--- config.mk ---
export PLATFORM = sky130hd
export DESIGN_NAME = ffsa_ctrl
export DESIGN_NICKNAME = d
export VERILOG_FILES = /design/src/rtl/ffsa_pkg.sv /design/src/rtl/ffsa_ctrl.sv
export SDC_FILE = /design/constraint.sdc
export NUM_CORES = 1
export LEC_CHECK = 0
export ABC_AREA = 0
export BUFFER_PORTS_ARGS = -buffer_cell sky130_fd_sc_hd__buf_2
export CAP_MARGIN = 20
export CORE_ASPECT_RATIO = 2
export CORE_MARGIN = 2
export CORE_UTILIZATION = 40
export DETAILED_ROUTE_END_ITERATION = 10
export PLACE_DENSITY = 0.58
export SYNTH_ARGS = -nofsm -noshare
export SYNTH_HDL_FRONTEND = slang
export SYNTH_SLANG_ARGS = --single-unit
--- constraint.sdc ---
create_clock -name clk -period 8.9 [get_ports clk]
set_input_delay 0.89 -clock clk [delete_from_list [all_inputs] [get_ports clk]]
set_output_delay 0.89 -clock clk [all_outputs]
set_load 0.05 [all_outputs]
--- src/rtl/ffsa_pkg.sv ---
// ----------------------------------------------------------------------------
// ffsa_pkg: shared types and constants for the first-fit segment allocator
// Pool and table sizes, status codes, state encoding and the segment word.
// ----------------------------------------------------------------------------
package ffsa_pkg;

    localparam int POOL_BYTES = 65536;
    localparam int SEGMENTS   = 256;
    localparam int IDX_W      = $clog2(SEGMENTS);
    localparam int CNT_W      = $clog2(SEGMENTS + 1);
    localparam int POS_W      = $clog2(POOL_BYTES + 1);
    localparam int AMT_W      = 17;
    localparam int OFS_W      = 16;

    typedef enum logic [2:0] {
        ST_OK         = 3'd0,
        ST_NO_SPACE   = 3'd1,
        ST_NOT_FOUND  = 3'd2,
        ST_TABLE_FULL = 3'd3,
        ST_BAD_SIZE   = 3'd4
    } status_t;

    typedef struct packed {
        logic [POS_W-1:0] start;
        logic [POS_W-1:0] size;
        logic             free;
    } seg_t;

    typedef enum logic [3:0] {
        S_IDLE,
        S_SCAN,
        S_SCAN_CHK,
        S_ALLOC,
        S_SHUP_RD,
        S_SHUP_WR,
        S_NEXT_RD,
        S_NEXT_CHK,
        S_PREV_RD,
        S_PREV_CHK,
        S_SHDN_RD,
        S_SHDN_WR,
        S_DONE
    } state_t;

endpackage

--- src/rtl/ffsa_ctrl.sv ---
// ----------------------------------------------------------------------------
// ffsa_ctrl: request sequencer
// Scans the table, splits or merges segments and shifts entries one at a time,
// with a read and a write each, through the single-port-read segment memory.
// ----------------------------------------------------------------------------
module ffsa_ctrl
    import ffsa_pkg::*;
(
    input  logic             clk,
    input  logic             rst_n,
    input  logic             req_valid,
    output logic             req_ready,
    input  logic             req_mode,
    input  logic [AMT_W-1:0] req_amount,
    input  logic [OFS_W-1:0] req_offset,
    output logic             rsp_valid,
    input  logic             rsp_ready,
    output status_t          rsp_status,
    output logic [OFS_W-1:0] rsp_start,
    output logic             we,
    output logic [IDX_W-1:0] waddr,
    output seg_t             wdata,
    output logic [IDX_W-1:0] raddr,
    input  seg_t             rdata
);

    state_t           state_reg, state_next;
    logic [CNT_W-1:0] count_reg, count_next;
    logic [CNT_W-1:0] idx_reg, idx_next;   // current entry
    logic [CNT_W-1:0] ptr_reg, ptr_next;   // shift pointer
    logic             mode_reg, mode_next;
    logic [POS_W-1:0] amt_reg, amt_next;
    logic [OFS_W-1:0] ofs_reg, ofs_next;
    seg_t             cur_reg, cur_next;   // entry to allocate, free or merge
    seg_t             merge_seg;
    logic             mprev_reg, mprev_next;
    logic             rv_reg, rv_next;
    status_t          st_reg, st_next;
    logic [OFS_W-1:0] bs_reg, bs_next;
    logic [AMT_W:0]   amt_ext;

    // boundary values of the pool start at zero for entry 0
    seg_t             init_seg;
    logic [POS_W-1:0] pool_val;

    assign pool_val = POS_W'(POOL_BYTES);
    assign init_seg = '{start: '0, size: pool_val, free: 1'b1};
    assign amt_ext  = {1'b0, req_amount};

    // entry 0 is written while init_reg, set by reset, is still high
    logic init_reg;

    always_ff @(posedge clk or negedge rst_n)
    begin
        if (!rst_n)
        begin
            state_reg <= S_IDLE;
            count_reg <= CNT_W'(1);
            rv_reg    <= 1'b0;
            init_reg  <= 1'b1;
        end
        else
        begin
            state_reg <= state_next;
            count_reg <= count_next;
            rv_reg    <= rv_next;
            init_reg  <= 1'b0;
        end
    end

    always_ff @(posedge clk)
    begin
        idx_reg   <= idx_next;
        ptr_reg   <= ptr_next;
        mode_reg  <= mode_next;
        amt_reg   <= amt_next;
        ofs_reg   <= ofs_next;
        cur_reg   <= cur_next;
        mprev_reg <= mprev_next;
        st_reg    <= st_next;
        bs_reg    <= bs_next;
    end

    assign rsp_valid  = rv_reg;
    assign rsp_status = st_reg;
    assign rsp_start  = bs_reg;
    assign req_ready  = (state_reg == S_IDLE) && !init_reg && (!rv_reg || rsp_ready);

    always_comb
    begin
        state_next = state_reg;
        count_next = count_reg;
        idx_next   = idx_reg;
        ptr_next   = ptr_reg;
        mode_next  = mode_reg;
        amt_next   = amt_reg;
        ofs_next   = ofs_reg;
        cur_next   = cur_reg;
        merge_seg  = rdata;
        mprev_next = mprev_reg;
        st_next    = st_reg;
        bs_next    = bs_reg;
        rv_next    = rv_reg && !rsp_ready;
        we         = 1'b0;
        waddr      = idx_reg[IDX_W-1:0];
        wdata      = cur_reg;
        raddr      = idx_reg[IDX_W-1:0];

        if (init_reg)
        begin
            we    = 1'b1;
            waddr = '0;
            wdata = init_seg;
        end

        case (state_reg)
            S_IDLE:
            begin
                if (req_valid && req_ready)
                begin
                    mode_next = req_mode;
                    amt_next  = POS_W'(req_amount);
                    ofs_next  = req_offset;
                    idx_next  = '0;
                    st_next   = ST_OK;
                    bs_next   = '0;
                    raddr     = '0;
                    if (!req_mode && (req_amount == '0
                        || amt_ext > (AMT_W+1)'(POOL_BYTES)))
                    begin
                        st_next    = ST_BAD_SIZE;
                        state_next = S_DONE;
                    end
                    else
                    begin
                        state_next = S_SCAN_CHK;
                    end
                end
            end

            S_SCAN:
            begin
                raddr      = idx_reg[IDX_W-1:0];
                state_next = S_SCAN_CHK;
            end

            S_SCAN_CHK:
            begin
                if (!mode_reg ? (rdata.free && rdata.size >= amt_reg)
                              : (rdata.start == POS_W'(ofs_reg)))
                begin
                    cur_next = rdata;
                    if (!mode_reg)
                    begin
                        state_next = S_ALLOC;
                    end
                    else
                    begin
                        cur_next.free = 1'b1;
                        state_next    = S_NEXT_RD;
                    end
                end
                else if (idx_reg + CNT_W'(1) >= count_reg)
                begin
                    st_next    = mode_reg ? ST_NOT_FOUND : ST_NO_SPACE;
                    state_next = S_DONE;
                end
                else
                begin
                    idx_next   = idx_reg + CNT_W'(1);
                    raddr      = idx_next[IDX_W-1:0];
                    state_next = S_SCAN_CHK;
                end
            end

            S_ALLOC:
            begin
                if (cur_reg.size == amt_reg)
                begin
                    we         = 1'b1;
                    wdata      = '{start: cur_reg.start, size: cur_reg.size, free: 1'b0};
                    bs_next    = cur_reg.start[OFS_W-1:0];
                    state_next = S_DONE;
                end
                else if (count_reg >= CNT_W'(SEGMENTS))
                begin
                    st_next    = ST_TABLE_FULL;
                    state_next = S_DONE;
                end
                else
                begin
                    ptr_next   = count_reg;
                    state_next = S_SHUP_RD;
                end
            end

            // open a hole at idx+1: move entry ptr-1 to ptr, ptr down to idx+2
            S_SHUP_RD:
            begin
                if (ptr_reg == idx_reg + CNT_W'(1))
                begin
                    we         = 1'b1;
                    waddr      = ptr_reg[IDX_W-1:0];
                    wdata      = '{start: cur_reg.start + amt_reg,
                                   size: cur_reg.size - amt_reg, free: 1'b1};
                    state_next = S_SHUP_WR;
                    ptr_next   = '0;
                end
                else
                begin
                    raddr      = ptr_reg[IDX_W-1:0] - IDX_W'(1);
                    state_next = S_SHUP_WR;
                end
            end

            S_SHUP_WR:
            begin
                if (ptr_reg == '0)
                begin
                    we         = 1'b1;
                    wdata      = '{start: cur_reg.start, size: amt_reg, free: 1'b0};
                    bs_next    = cur_reg.start[OFS_W-1:0];
                    count_next = count_reg + CNT_W'(1);
                    state_next = S_DONE;
                end
                else
                begin
                    we         = 1'b1;
                    waddr      = ptr_reg[IDX_W-1:0];
                    wdata      = rdata;
                    ptr_next   = ptr_reg - CNT_W'(1);
                    state_next = S_SHUP_RD;
                end
            end

            S_NEXT_RD:
            begin
                if (idx_reg + CNT_W'(1) < count_reg)
                begin
                    raddr      = idx_reg[IDX_W-1:0] + IDX_W'(1);
                    state_next = S_NEXT_CHK;
                end
                else
                begin
                    state_next = S_PREV_RD;
                end
            end

            S_NEXT_CHK:
            begin
                if (rdata.free)
                begin
                    cur_next.size = cur_reg.size + rdata.size;
                    mprev_next    = 1'b0;
                    ptr_next      = idx_reg + CNT_W'(1);
                    we            = 1'b1;
                    wdata         = cur_next;
                    state_next    = S_SHDN_RD;
                end
                else
                begin
                    state_next = S_PREV_RD;
                end
            end

            S_PREV_RD:
            begin
                if (idx_reg != '0)
                begin
                    raddr      = idx_reg[IDX_W-1:0] - IDX_W'(1);
                    state_next = S_PREV_CHK;
                end
                else
                begin
                    we         = 1'b1;
                    state_next = S_DONE;
                end
            end

            S_PREV_CHK:
            begin
                if (rdata.free)
                begin
                    merge_seg.size = rdata.size + cur_reg.size;
                    we             = 1'b1;
                    waddr          = idx_reg[IDX_W-1:0] - IDX_W'(1);
                    wdata          = merge_seg;
                    mprev_next     = 1'b1;
                    ptr_next       = idx_reg;
                    state_next     = S_SHDN_RD;
                end
                else
                begin
                    we         = 1'b1;
                    state_next = S_DONE;
                end
            end

            // close the gap at ptr: move entry ptr+1 to ptr
            S_SHDN_RD:
            begin
                if (ptr_reg + CNT_W'(1) >= count_reg)
                begin
                    count_next = count_reg - CNT_W'(1);
                    state_next = mprev_reg ? S_DONE : S_PREV_RD;
                end
                else
                begin
                    raddr      = ptr_reg[IDX_W-1:0] + IDX_W'(1);
                    state_next = S_SHDN_WR;
                end
            end

            S_SHDN_WR:
            begin
                we         = 1'b1;
                waddr      = ptr_reg[IDX_W-1:0];
                wdata      = rdata;
                ptr_next   = ptr_reg + CNT_W'(1);
                state_next = S_SHDN_RD;
            end

            S_DONE:
            begin
                if (!rv_reg || rsp_ready)
                begin
                    rv_next    = 1'b1;
                    state_next = S_IDLE;
                end
            end

            default:
            begin
                state_next = S_IDLE;
            end
        endcase
    end

endmodule

==> flow_summary_export.csv <==
group,metric,value,unit
power_and_ir_drop,ir_worst_vdd,0.000262,V
logic_synthesis,syn_avg_cell_area,8.71,µm²
power_and_ir_drop,leakagePower,0.00527,µW
layout,drive_gt1_frac,0.155,
run_status,violations,"DRC",
drt,wl,47300,µm
timing,tightest_slew,1.05,ns
timing,whs,0.402,ns
timing,fin_setup_tns,0,ns
cts,cts_max_level,4,
logic_synthesis,synth_top_cell_by_area,"edfxtp_1",
logic_synthesis,ys.flop_type,"edfxtp_1",
logic_synthesis,ys_seq_elements,122,
logic_synthesis,syn-num-nets,1451,
placement,port-buffer-count,145,
logic_synthesis,synth_edf_count,107,
layout,antenna_cells,0,
worst_setup_path,worst_setup_path_end_kind,"primary output",
drt,met1_length,14800,µm
timing,hold_viol,0,
logic_synthesis,ys_warn_count,0,
global_route,grt-ovfl-total,0,
die,die_w,122,µm
drt,met2_length,25000,µm
worst_setup_path,r2r_end,"count_reg[8]",
power_and_ir_drop,p_per_area,345,mW/mm²
die,start_util,0.406,
logic_synthesis,synthCells,1280,
cts,numClockSinks,122,
drt,wl_met3,2220,µm
logic_synthesis,synth_area_leaders,"edfxtp_1 (29%), ha_1 (11%), xnor2_1 (4.3%)",
worst_setup_path,reg2reg_depth,12,
cts,cts_inserted_buffers,17,
worst_setup_path,start_kind,"register",
run_status,outcome,"complete, but fails checks",
die,core,0.0274,mm²
layout,n_fill_cell,2784,
cts,cts-root-buf,"clkbuf_16",
timing,rsz0062_at_grt,"false",
timing,slew_headroom,0.294,
die,fp.dieH,240,µm
timing,clock.fmax,167,MHz
timing,fin_crit_sh,0.674,
drt,route.antenna.remaining_nets,0,
placement,routabilityCongestion,1.08,
global_route,antenna_found_initial,0,
logic_synthesis,yosys.area.top_type_share,0.288,
worst_setup_path,crit_required,8.01,ns
worst_setup_path,timing.rr.start,"state_reg[3]",
cts,ctsResizeCount,0,
cts,clk_latency,0.45,ns
layout,multi_input_area,0.00704,mm²
drt,first_pass_iters,10,
cts,postCtsSetupBuffers,0,
logic_synthesis,synth_area,0.0111,mm²
layout,regArea,0.00359,mm²
drt,avgViaCountPerCell,6.32,
layout,largest_reg_flops,35,
layout,nNetsFinal,1574,
global_route,grt_max_degree,37,
global_route,grt_pass1_vias,11200,
placement,place_hpwl,37400,µm
logic_synthesis,yosysUniqueCellTypes,83,
hold_path,hp-class,"primary input to async pin",
worst_setup_path,worstSetupPathType,"register to primary output",
timing,finalSetupViolations,0,
worst_setup_path,critPathArrivalTime,5.11,ns
timing,slew_violations,0,
global_route,grt_pass1_wl,69100,µm
cts,clk_pin_slew,0.08,ns
job,cap_violations,0,
worst_setup_path,regToRegSetupSlack,4.08,ns
die,num_rows,86,
drt,top_layer,"met4",
drt,vias,11200,
logic_synthesis,synth_most_common_cell,"edfxtp_1",
logic_synthesis,synth_common_cells,"edfxtp_1 (107), nor2_1 (99), a21oi_1 (95)",
cts,cts_tree,"built",
die,ios,146,
timing,finalCriticalPeriod,6.00,ns
drt,remaining_drc_errors,1,
layout,area_growth,14.8,%
timing,skew,0.0176,ns
cts,clock_tree.buffer_depth,2,
logic_synthesis,ys_seq_area_frac,0.322,
worst_setup_path,cp_max_fo,12,
global_route,grt.total_usage,0.327,
cts,holdBufCountCts,0,
drt,wl_per_cell,26.8,µm
die,dieArea,0.0293,mm²
logic_synthesis,ys_async_sr_fraction,0.123,
drt,dr.first_iter.drc_count,758,
[placed cells by master, fill, tap and decap left out, types with 14 or more instances in the layout]
cell type and n:
nor3_1 30, nand2_1 92, a21oi_1 95, a221o_1 29
o22ai_1 16, xnor2_1 55, xor2_1 30, a22oi_1 15
a211oi_1 14, a221oi_1 16, nor2_1 97, nand4_1 16
clkbuf_16 17, inv_1 76, nor2b_1 33, buf_4 19
a21o_1 22, a31oi_1 16, nor4_1 18, edfxtp_1 107
buf_2 145, o21ai_0 87, nand3_1 30, ha_1 94
nand2b_1 17
[area by class of cell]
class,count,area share
multi-input cells,1020,0.550
flip-flops and latches,122,0.281
repair buffers,165,0.0688
well taps,352,0.0344
clock buffers,19,0.0338
inverters,77,0.0226
clock inverters,13,0.00929
[critical path, cell delays in order (launching register included)]
cell and delay [ns]:
edfxtp_1 0.61, ha_1 0.47, and4_1 0.31, nand2_1 0.14
xnor2_1 0.29, ha_1 0.32, a211o_1 0.30, a21oi_1 0.12
a211oi_1 0.11, nand2b_1 0.21, a41oi_1 0.46, a31oi_1 0.35
or2_1 0.38, a221o_1 0.37, buf_2 0.22
[metal layers]
layer,vias up,track usage
met4,0,0.304
met5,-,0
li1,5118,-
met1,5361,0.303
met2,517,0.599
met3,178,0.0441
[power by group]
part           internal, µW  total (µW)  switching, µW
combinational           792        2670           1870
clock                   386         670            285
sequential              814        1070            258
[per-stage QoR]
| stage | power, µW | setup WS, ns | utilization | cell area (µm²) | std cells |
|---|---|---|---|---|---|
| 2_1_floorplan | 2840 | 4.12 | - | 11100 | 1280 |
| 4_1_cts | 4380 | 2.96 | 0.466 | 12800 | 1767 |
| 3_5_place_dp | 3700 | 3.46 | 0.446 | 12200 | 1735 |
| 6_report | 4410 | 2.90 | 0.466 | 12800 | 1768 |
| 5_1_grt | 4610 | 2.54 | 0.466 | 12800 | 1768 |
| 3_3_place_gp | 3690 | 3.59 | 0.446 | 12200 | 1735 |
[logic make-up after synthesis]
logic type / synth area share
compound gates: 0.259
flops: 0.322
fa+ha+maj: 0.113
simple gates: 0.184
xor+xnor: 0.0683
other cells: 0.000336
buf+inv: 0.0478
mux: 0.00550
[worst max-delay path by stage]
stage | from | end | cells past startpoint | slack [ns]
finish | idx_reg[0] | raddr[6] | 14 | 2.90
detailed placement | idx_reg[0] | raddr[6] | 14 | 3.46
global route | idx_reg[0] | raddr[4] | 14 | 2.54
CTS | idx_reg[0] | raddr[6] | 14 | 2.96
global placement | idx_reg[0] | raddr[6] | 14 | 3.59
floorplan | rdata[1] | wdata[17] | 11 | 4.12
No activity file was read; power rests on OpenSTA's default activity.
